### src/design/dxpu_pkg.sv
`default_nettype none
package dxpu_pkg;

   // default build values
   localparam int VALUE_BITS_DEF   = 32;
   localparam int FRAC_BITS_DEF    = 8;
   localparam int SYMBOL_BYTES_DEF = 8;

   // configuration register indexes
   localparam logic [1:0] CSR_ACTIVE  = 2'd0;
   localparam logic [1:0] CSR_PDI_SEL = 2'd1;
   localparam logic [1:0] CSR_MDI_SEL = 2'd2;

   // held side codes
   localparam logic [1:0] SIDE_NONE  = 2'd0;
   localparam logic [1:0] SIDE_PLUS  = 2'd1;
   localparam logic [1:0] SIDE_MINUS = 2'd2;

   // result kinds
   localparam logic KIND_FWD = 1'b0;
   localparam logic KIND_DX  = 1'b1;

   typedef struct packed {
      logic [3:0]         in_port;
      logic               is_indicator;
      logic signed [31:0] in_value;
      logic [63:0]        in_stamp;
      logic [63:0]        in_symbol;
   } req_type;

   typedef struct packed {
      logic               out_kind;
      logic [3:0]         out_port;
      logic signed [31:0] out_value;
      logic [63:0]        out_stamp;
      logic [63:0]        out_symbol;
   } rsp_type;

   typedef struct packed {
      logic busy;
      logic done;
   } div_stat_type;

endpackage
`default_nettype wire

### src/design/dxpu_divider.sv
`default_nettype none
module dxpu_divider
   import dxpu_pkg::*;
#(
   parameter int VALUE_BITS = VALUE_BITS_DEF,
   parameter int FRAC_BITS  = FRAC_BITS_DEF,
   localparam int VW = (VALUE_BITS < 32) ? VALUE_BITS : 32,
   localparam int NQ = VW + 1 + FRAC_BITS
) (
   input  wire logic           clock,
   input  wire logic           reset,
   input  wire logic           start,
   input  wire logic [NQ-1:0]  dividend,
   input  wire logic [VW:0]    divisor,
   output div_stat_type        stat,
   output logic [NQ-1:0]       quotient
);

   localparam int RW = VW + 2;
   localparam int CW = $clog2(NQ + 1);

   logic [RW-1:0] rem_ff, rem_in;
   logic [NQ-1:0] quo_ff, quo_in;
   logic [VW:0]   dvs_ff, dvs_in;
   logic [CW-1:0] cnt_ff, cnt_in;
   logic          busy_ff, busy_in;
   logic          done_ff, done_in;
   logic [RW-1:0] trial;
   logic          fits;

   // one quotient bit per cycle, restoring
   assign trial = {rem_ff[RW-2:0], quo_ff[NQ-1]};
   assign fits  = trial >= {1'b0, dvs_ff};

   always_comb begin
      rem_in  = rem_ff;
      quo_in  = quo_ff;
      dvs_in  = dvs_ff;
      cnt_in  = cnt_ff;
      busy_in = busy_ff;
      done_in = 1'b0;
      if (start) begin
         rem_in  = '0;
         quo_in  = dividend;
         dvs_in  = divisor;
         cnt_in  = CW'(NQ);
         busy_in = 1'b1;
      end else if (busy_ff) begin
         rem_in = fits ? (trial - {1'b0, dvs_ff}) : trial;
         quo_in = {quo_ff[NQ-2:0], fits};
         cnt_in = cnt_ff - CW'(1);
         if (cnt_ff == CW'(1)) begin
            busy_in = 1'b0;
            done_in = 1'b1;
         end
      end
   end

   always_ff @(posedge clock) begin
      if (reset) begin
         busy_ff <= 1'b0;
         done_ff <= 1'b0;
         cnt_ff  <= '0;
      end else begin
         busy_ff <= busy_in;
         done_ff <= done_in;
         cnt_ff  <= cnt_in;
      end
      rem_ff <= rem_in;
      quo_ff <= quo_in;
      dvs_ff <= dvs_in;
   end

   assign stat.busy = busy_ff;
   assign stat.done = done_ff;
   assign quotient  = quo_ff;

endmodule
`default_nettype wire

### src/design/dx_index_pairing_unit.sv
// Directional movement index pairing unit.
// Request channel (req_valid / req_stall / req_data): indicator and other
// words. Response channel (rsp_valid / rsp_stall / rsp_data): forwarded
// words and DX results. A word moves when valid is high and stall is low.
// Configuration channel (csr_valid / csr_ready / csr_index / csr_wdata)
// writes active, plus port select and minus port select; csr_ready is
// always high.
// A request word is taken in one cycle and examined in the next. Forwarded
// words are loaded into the output register from the decision step. A
// pairing word with a nonzero sum runs a restoring divider one quotient
// bit a cycle, VW+1+FRAC_BITS bits (41 at the default build), then scales
// by 100; a zero sum skips the divider. The result is loaded into the
// output register from the final step. Requests are stalled from
// acceptance until the word leaves the decision step or its result is
// loaded into the output register, so one word is in work at a time.
// A result waiting in the output register does not block a new request.
// When the receiver stalls, the output register holds and a finished word
// waits in its last step. Reset clears the held message, the sequencer
// and the output valid, and sets active to 1 and both port selects to -1.
`default_nettype none
module dx_index_pairing_unit
   import dxpu_pkg::*;
#(
   parameter int VALUE_BITS   = VALUE_BITS_DEF,
   parameter int FRAC_BITS    = FRAC_BITS_DEF,
   parameter int SYMBOL_BYTES = SYMBOL_BYTES_DEF
) (
   input  wire logic        clock,
   input  wire logic        reset,
   input  wire logic        req_valid,
   output logic             req_stall,
   input  wire req_type     req_data,
   output logic             rsp_valid,
   input  wire logic        rsp_stall,
   output rsp_type          rsp_data,
   input  wire logic        csr_valid,
   output logic             csr_ready,
   input  wire logic [1:0]  csr_index,
   input  wire logic [4:0]  csr_wdata
);

   localparam int VW = (VALUE_BITS < 32) ? VALUE_BITS : 32;
   localparam int NQ = VW + 1 + FRAC_BITS;
   localparam logic [VW-1:0] CAP_POS = VW'((64'd1 << (VW - 1)) - 64'd1);
   localparam logic [VW-1:0] CAP_NEG = VW'(64'd1 << (VW - 1));
   localparam logic [NQ-1:0] LIM_POS = NQ'(((64'd1 << (VW - 1)) - 64'd1) / 100);
   localparam logic [NQ-1:0] LIM_NEG = NQ'((64'd1 << (VW - 1)) / 100);
   localparam logic [63:0] SYM_MASK = (SYMBOL_BYTES >= 8) ? {64{1'b1}} :
      ((64'd1 << (8 * SYMBOL_BYTES)) - 64'd1);

   localparam logic [1:0] S_IDLE   = 2'd0;
   localparam logic [1:0] S_DECIDE = 2'd1;
   localparam logic [1:0] S_DIV    = 2'd2;
   localparam logic [1:0] S_FIN    = 2'd3;

   logic [1:0]  state_ff, state_in;
   logic        active_ff;
   logic [4:0]  pdi_sel_ff, mdi_sel_ff;
   req_type     item_ff, item_in;
   logic [1:0]  held_side_ff, held_side_in;
   logic [31:0] held_value_ff, held_value_in;
   logic [63:0] held_stamp_ff, held_stamp_in;
   logic [63:0] held_symbol_ff, held_symbol_in;
   logic        neg_ff, neg_in;
   logic        zero_ff, zero_in;
   logic [63:0] res_stamp_ff, res_stamp_in;
   logic [63:0] res_symbol_ff, res_symbol_in;
   logic        rsp_valid_ff, rsp_valid_in;
   rsp_type     rsp_ff, rsp_in;

   logic        req_take, out_free, div_start;
   logic [1:0]  side;
   logic signed [VW:0] pv, mv, sum, diff;
   logic [VW:0]   mag_sum, mag_diff;
   logic [NQ-1:0] dividend, quotient;
   div_stat_type  div_stat;
   logic [VW-1:0]   cap, m_val;
   logic [NQ-1:0]   lim;
   logic [VW+6:0]   prod;
   logic signed [VW-1:0] dx_s;

   assign req_stall = state_ff != S_IDLE;
   assign req_take  = req_valid && !req_stall;
   assign out_free  = !rsp_valid_ff || !rsp_stall;
   assign csr_ready = 1'b1;

   // classify the captured word; minus wins when both selects match
   always_comb begin
      if (pdi_sel_ff[4] || mdi_sel_ff[4]) begin
         side = SIDE_NONE;
      end else if ({1'b0, item_ff.in_port} == mdi_sel_ff) begin
         side = SIDE_MINUS;
      end else if ({1'b0, item_ff.in_port} == pdi_sel_ff) begin
         side = SIDE_PLUS;
      end else begin
         side = SIDE_NONE;
      end
   end

   // operands are exact at VW+1 bits
   always_comb begin
      if (side == SIDE_PLUS) begin
         pv = (VW+1)'(signed'(item_ff.in_value[VW-1:0]));
         mv = (VW+1)'(signed'(held_value_ff[VW-1:0]));
      end else begin
         pv = (VW+1)'(signed'(held_value_ff[VW-1:0]));
         mv = (VW+1)'(signed'(item_ff.in_value[VW-1:0]));
      end
      sum      = pv + mv;
      diff     = pv - mv;
      mag_sum  = sum[VW] ? (VW+1)'(-sum) : (VW+1)'(sum);
      mag_diff = diff[VW] ? (VW+1)'(-diff) : (VW+1)'(diff);
      dividend = NQ'(mag_diff) << FRAC_BITS;
   end

   dxpu_divider #(
      .VALUE_BITS (VALUE_BITS),
      .FRAC_BITS  (FRAC_BITS)
   ) u_divider (
      .clock    (clock),
      .reset    (reset),
      .start    (div_start),
      .dividend (dividend),
      .divisor  (mag_sum),
      .stat     (div_stat),
      .quotient (quotient)
   );

   // scale by 100 and saturate to the value range
   always_comb begin
      cap  = neg_ff ? CAP_NEG : CAP_POS;
      lim  = neg_ff ? LIM_NEG : LIM_POS;
      prod = (VW+7)'(quotient[VW-1:0]) * (VW+7)'(100);
      if (zero_ff) begin
         m_val = '0;
      end else if (quotient > lim) begin
         m_val = cap;
      end else begin
         m_val = prod[VW-1:0];
      end
      dx_s = neg_ff ? signed'(VW'(0) - m_val) : signed'(m_val);
   end

   always_comb begin
      state_in       = state_ff;
      item_in        = item_ff;
      held_side_in   = held_side_ff;
      held_value_in  = held_value_ff;
      held_stamp_in  = held_stamp_ff;
      held_symbol_in = held_symbol_ff;
      neg_in         = neg_ff;
      zero_in        = zero_ff;
      res_stamp_in   = res_stamp_ff;
      res_symbol_in  = res_symbol_ff;
      rsp_in         = rsp_ff;
      rsp_valid_in   = rsp_valid_ff && rsp_stall;
      div_start      = 1'b0;
      unique case (state_ff)
         S_IDLE: begin
            if (req_take) begin
               item_in  = req_data;
               state_in = S_DECIDE;
            end
         end
         S_DECIDE: begin
            if (!active_ff || !item_ff.is_indicator || side == SIDE_NONE) begin
               // forward; wait for the output register
               if (out_free) begin
                  rsp_in.out_kind   = KIND_FWD;
                  rsp_in.out_port   = (active_ff && !item_ff.is_indicator) ?
                                      4'd0 : item_ff.in_port;
                  rsp_in.out_value  = item_ff.in_value;
                  rsp_in.out_stamp  = item_ff.in_stamp;
                  rsp_in.out_symbol = item_ff.in_symbol;
                  rsp_valid_in      = 1'b1;
                  state_in          = S_IDLE;
               end
            end else if (held_side_ff == SIDE_NONE || held_side_ff == side ||
                         item_ff.in_stamp > held_stamp_ff) begin
               held_side_in   = side;
               held_value_in  = item_ff.in_value;
               held_stamp_in  = item_ff.in_stamp;
               held_symbol_in = item_ff.in_symbol;
               state_in       = S_IDLE;
            end else if (held_stamp_ff > item_ff.in_stamp) begin
               state_in = S_IDLE;
            end else begin
               held_side_in  = SIDE_NONE;
               neg_in        = sum[VW];
               zero_in       = sum == '0;
               res_stamp_in  = held_stamp_ff;
               res_symbol_in = ((side == SIDE_PLUS) ? held_symbol_ff :
                                item_ff.in_symbol) & SYM_MASK;
               if (sum == '0) begin
                  state_in = S_FIN;
               end else begin
                  div_start = 1'b1;
                  state_in  = S_DIV;
               end
            end
         end
         S_DIV: begin
            if (div_stat.done) begin
               state_in = S_FIN;
            end
         end
         S_FIN: begin
            if (out_free) begin
               rsp_in.out_kind   = KIND_DX;
               rsp_in.out_port   = 4'd0;
               rsp_in.out_value  = 32'(dx_s);
               rsp_in.out_stamp  = res_stamp_ff;
               rsp_in.out_symbol = res_symbol_ff;
               rsp_valid_in      = 1'b1;
               state_in          = S_IDLE;
            end
         end
      endcase
   end

   always_ff @(posedge clock) begin
      if (reset) begin
         state_ff     <= S_IDLE;
         held_side_ff <= SIDE_NONE;
         rsp_valid_ff <= 1'b0;
         active_ff    <= 1'b1;
         pdi_sel_ff   <= 5'h1f;
         mdi_sel_ff   <= 5'h1f;
      end else begin
         state_ff     <= state_in;
         held_side_ff <= held_side_in;
         rsp_valid_ff <= rsp_valid_in;
         if (csr_valid && csr_ready) begin
            unique case (csr_index)
               CSR_ACTIVE:  active_ff  <= csr_wdata[0];
               CSR_PDI_SEL: pdi_sel_ff <= csr_wdata;
               CSR_MDI_SEL: mdi_sel_ff <= csr_wdata;
               default: ;
            endcase
         end
      end
      item_ff        <= item_in;
      held_value_ff  <= held_value_in;
      held_stamp_ff  <= held_stamp_in;
      held_symbol_ff <= held_symbol_in;
      neg_ff         <= neg_in;
      zero_ff        <= zero_in;
      res_stamp_ff   <= res_stamp_in;
      res_symbol_ff  <= res_symbol_in;
      rsp_ff         <= rsp_in;
   end

   assign rsp_valid = rsp_valid_ff;
   assign rsp_data  = rsp_ff;

   a_accept_to_decide: assert property (@(posedge clock) disable iff (reset)
      req_take |=> state_ff == S_DECIDE)
      else $error("accepted word did not enter the decision step");

   a_div_in_progress: assert property (@(posedge clock) disable iff (reset)
      state_ff == S_DIV |-> div_stat.busy || div_stat.done)
      else $error("divider idle while sequencer waits on it");

   a_done_only_in_div: assert property (@(posedge clock) disable iff (reset)
      div_stat.done |-> state_ff == S_DIV)
      else $error("divider finished outside the divide step");

   a_dx_on_port0: assert property (@(posedge clock) disable iff (reset)
      rsp_valid_ff && rsp_ff.out_kind == KIND_DX |-> rsp_ff.out_port == 4'd0)
      else $error("DX result on a nonzero port");

   a_side_code: assert property (@(posedge clock) disable iff (reset)
      held_side_ff != 2'd3)
      else $error("held side code out of range");

endmodule
`default_nettype wire
### config.mk
export PLATFORM = sky130hd
export DESIGN_NAME = dx_index_pairing_unit
export DESIGN_NICKNAME = d
export VERILOG_FILES = /design/src/design/dxpu_pkg.sv /design/src/design/dxpu_divider.sv /design/src/design/dx_index_pairing_unit.sv
export SDC_FILE = /design/constraint.sdc
export NUM_CORES = 1
export LEC_CHECK = 0
export ABC_CLOCK_PERIOD_IN_PS = 30900
export BUFFER_PORTS_ARGS = -buffer_cell sky130_fd_sc_hd__buf_2
export CORE_ASPECT_RATIO = 1.25
export CORE_MARGIN = 3
export CORE_UTILIZATION = 65
export DETAILED_ROUTE_END_ITERATION = 6
export MAX_ROUTING_LAYER = met4
export PLACE_DENSITY = 0.86
export SLEW_MARGIN = 5
export SYNTH_ARGS = -nofsm -noshare
export SYNTH_HDL_FRONTEND = slang
export SYNTH_SLANG_ARGS = --single-unit
### constraint.sdc
create_clock -name clock -period 30.9 [get_ports clock]
set_input_delay 1.545 -clock clock [delete_from_list [all_inputs] [get_ports clock]]
set_output_delay 1.545 -clock clock [all_outputs]
set_load 0.03 [all_outputs]
==> results by group <==
Yosys
  • Synth Flop Type: edfxtp_1
  • Async set-or-reset flop fraction in the synthesized netlist: 0
  • Post-synth EDFFs: 686
  • Syn_area_per_cell: 10.9 um^2
  • Synthesized flop and latch total: 751
  • Warnings, synthesis: 0
  • Post-Syn Nets: 4137
  • Unique masters post-synth: between 100 and 150
  • Area of the mapped netlist: 0.0402 mm^2
  • Gate Count Post-Synth: 3699
  • Register area share after synthesis: 0.545

Route
  • DRC: 0
  • Detail Route Antenna Nets: 0
  • WL/cell: 22.9 um
  • Vias post-DR: between 30k and 40k
  • Via density: 6.24
  • Drt first pass iters: 6
  • Total Wirelength: 112 mm
  • DR iter-0 viols: 3503

CTS
  • H-tree Lvls: 3
  • CTS Hold Buffers Added: 0
  • Reg clk slew, reported paths: around 0.07 ns
  • Post-cts gate resize count: 0
  • Root Buffer: clkbuf_16
  • CTS tree: done
  • TritonCTS Buffers: 73
  • Clock latency on the worst-skew pair: 0.63 ns
  • CTS Buffer Depth: 3
  • Num Clock Sinks: about 750
  • Post-CTS Setup Repair Bufs: 0

Finish
  • Ratio of cells with drive above 1 in the final layout: 0.139
  • Area delta synth->final: 12.1%
  • Nets: ~4.4k
  • Core Util, Final: 0.739
  • Final std cells w/o fill: between 4k and 5k

STA
  • Setup Total Neg Slack: 0 ns
  • Final hold vios: 0
  • RSZ-0062 raised after global routing: no
  • Worst Skew: around 0.030 ns
  • Worst-Margin Slew: 1.36 ns
  • Minimum clock period: 6.98 ns
  • Final max-slew violation count: 0
  • Slew HR: 0.0913
  • Final setup fails: 0
  • Final worst path period share: 0.226
  • Fmax achieved: 143 MHz

Hold path
  • Hold EP: held_stamp_ff[62]
  • Hold Path Origin: item_ff[126]
  • Hold path cells: 0
  • Worst hold path class: flip-flop to flip-flop

Worst setup path
  • Critical Path RT: 31.16 ns
  • R2R Setup Slk: 23.92 ns
  • Critical Path Fanout Max: 76
  • Startpoint types: flip-flop
  • CP startpoint: item_ff[128]
  • Class of the most critical setup path: flip-flop to flip-flop
  • Reg2reg end: u_divider.quotient[20]
  • Worst R2R Path Depth: 19
  • Worst setup EP type: flip-flop
  • Critical Path AT: ~7.3 ns
  • Reg2reg start: item_ff[128]

Floorplanning
  • Die X: roughly 230 um
  • Die area: 0.0649 mm^2
  • Core ar.: 0.0610 mm^2
  • Die Span Y: between 200 and 300 um
  • Site Rows: 101
  • Initial core utilization: 0.659
  • IO Count: 345

Placement
  • Detail Placement HPWL: 77.7 mm
  • Placed cells: 4735
  • Buffers on Ports: 343
  • Routability Congestion: about 0.97

Outcome
  • Status: finished, final reports clean

Global routing
  • Number of global-route vias before repair: 29.8k
  • Total congestion overflow: 0
  • Pin count of the biggest net entering global routing: 166
  • First-pass GRT wire length: 170 mm
  • GRT Total Usage: 0.347
  • Initial antenna violation count: 15

Pwr
  • Power Density: 53.0 mW/mm^2
  • Pleak: approximately 18 nW
  • VDD IR max: 0.0000720 V
  • Final Total Pwr: 2.39 mW

Run
  • Max cap viols: 0
cell usage after synthesis, types with 9 or more instances:
library cell | n | share of area
o21a_1 | 21 | 0.0039
nor2_1 | 173 | 0.016
xor2_1 | 55 | 0.012
a31oi_1 | 43 | 0.0067
o211a_1 | 22 | 0.0055
a211oi_1 | 16 | 0.0030
fa_1 | 26 | 0.013
o311ai_0 | 9 | 0.0020
nand3_1 | 76 | 0.0095
xnor2_1 | 121 | 0.026
nor3_1 | 45 | 0.0056
a21oi_1 | 145 | 0.018
o21bai_1 | 9 | 0.0017
a211o_1 | 20 | 0.0044
nand4_1 | 47 | 0.0073
mux2i_1 | 23 | 0.0057
clkbuf_1 | 115 | 0.011
a22oi_1 | 14 | 0.0026
edfxtp_1 | 686 | 0.51
and3_1 | 21 | 0.0033
a31o_2 | 9 | 0.0020
or3_1 | 13 | 0.0020
nand3b_1 | 9 | 0.0017
and2_1 | 20 | 0.0031
nor3b_1 | 16 | 0.0030
a21o_1 | 86 | 0.016
o21ai_0 | 205 | 0.026
buf_1 | 15 | 0.0014
nor4_1 | 22 | 0.0034
o31ai_1 | 30 | 0.0056
buf_2 | 16 | 0.0020
dfxtp_1 | 65 | 0.032
ha_1 | 235 | 0.073
o31a_1 | 14 | 0.0030
o21ai_1 | 24 | 0.0030
nor2b_1 | 62 | 0.0096
o211ai_1 | 31 | 0.0058
inv_1 | 287 | 0.027
or2_2 | 14 | 0.0022
nand2b_1 | 42 | 0.0065
nand2_1 | 622 | 0.058
state kept, by name, indices dropped and copies added, names as in the netlist, 6 cells and up:
signal              cells
held_value_ff          32
u_divider.rem_ff       33
held_symbol_ff         64
u_divider.quotient     41
res_stamp_ff           64
held_stamp_ff          64
rsp_data              165
u_divider.dvs_ff       33
u_divider.cnt_ff        6
item_ff               165
res_symbol_ff          64
worst max-delay path by stage:
stage	cells past startpoint	to
after CTS	19	u_divider.quotient[22]
after detailed placement	19	u_divider.quotient[35]
after global placement	19	u_divider.quotient[35]
after floorplan	15	held_side_ff[0]
after global routing	17	u_divider.quotient[22]
final	19	u_divider.quotient[20]
kinds of logic after synthesis:
| logic type | share of synthesized area |
|---|---|
| and+or+nand+nor | 0.145 |
| AOI/OAI and AO/OA | 0.136 |
| DFF | 0.545 |
| buffers and inverters | 0.0429 |
| adders and majority gates | 0.0861 |
| xor gates and xnor gates | 0.0387 |
| muxes | 0.00638 |
| other | 0.0000933 |
placed cells by master, fill, tap and decap left out, types with 14 or more instances in the layout:
cell       instances
nand2_1          621
mux2i_1           23
buf_4             19
o21ai_1           24
o211ai_1          31
nor3_1            45
o31ai_1           30
a211oi_1          16
a21oi_1          145
nor4_1            22
nor2_1           170
o31a_1            14
fa_1              26
o211a_1           22
nand4_1           47
xnor2_1          121
o21a_1            21
xor2_1            55
and3_1            21
o21ai_0          205
a22oi_1           14
nand2b_1          42
buf_2            343
edfxtp_1         686
or2_2             14
inv_1            285
and2_1            20
diode_2           22
ha_1             235
nor2b_1           61
dfxtp_1           64
nand3_1           76
a31oi_1           43
clkbuf_16         75
a211o_1           20
a21o_1            86
nor3b_1           16
per-layer routing:
layer | vias up | GRT usage | routed length (um)
met3 | 353 | 0.0600 | 9340
met5 | - | - | 0
li1 | 13900 | - | -
met2 | 1586 | 0.572 | 54800
met4 | 0 | 0.190 | 7490
met1 | 14700 | 0.408 | 40200
power by group:
part           switching (mW)  total, mW  leakage, nW  internal, mW
clock network           0.398      0.917         1.18         0.519
logic                   0.191      0.292         10.3         0.101
registers              0.0269       1.18         6.86          1.16
stage by stage:
| stage | worst slack (ns) | hold WS (ns) | instance area [um^2] |
|---|---|---|---|
| floorplan | 20.36 | 0.426 | 40200 |
| global placement | 24.20 | 0.429 | 42600 |
| detailed placement | 24.03 | 0.433 | 42600 |
| CTS | 24.01 | 0.438 | 45000 |
| global route | 23.51 | 0.455 | 45100 |
| finish | 23.92 | 0.447 | 45100 |
critical path: stages, from the launching register on:
cell	delay, ns
edfxtp_1	0.45
ha_1	0.26
fa_1	0.41
a21o_1	0.18
a21oi_1	0.25
o21bai_1	0.17
a21oi_2	0.28
o21a_1	0.24
o41ai_2	0.12
a31oi_1	0.36
o31ai_1	0.19
o31ai_1	0.32
nand2b_1	0.15
a31o_2	0.36
inv_1	0.37
ha_1	0.44
or4_2	0.94
buf_4	0.43
nand2b_1	0.25
buf_4	0.40
layout make-up:
type,count,area [um^2]
diodes,22,55.1
clock buffers,88,1930
clock inverters,47,518
fillers,3832,16000
inverters,288,1090
multi-input cells,2507,16600
flip-flops and latches,751,21900
well taps,824,1030
repair buffers,365,1920
Power figures use the tool's default switching activity.
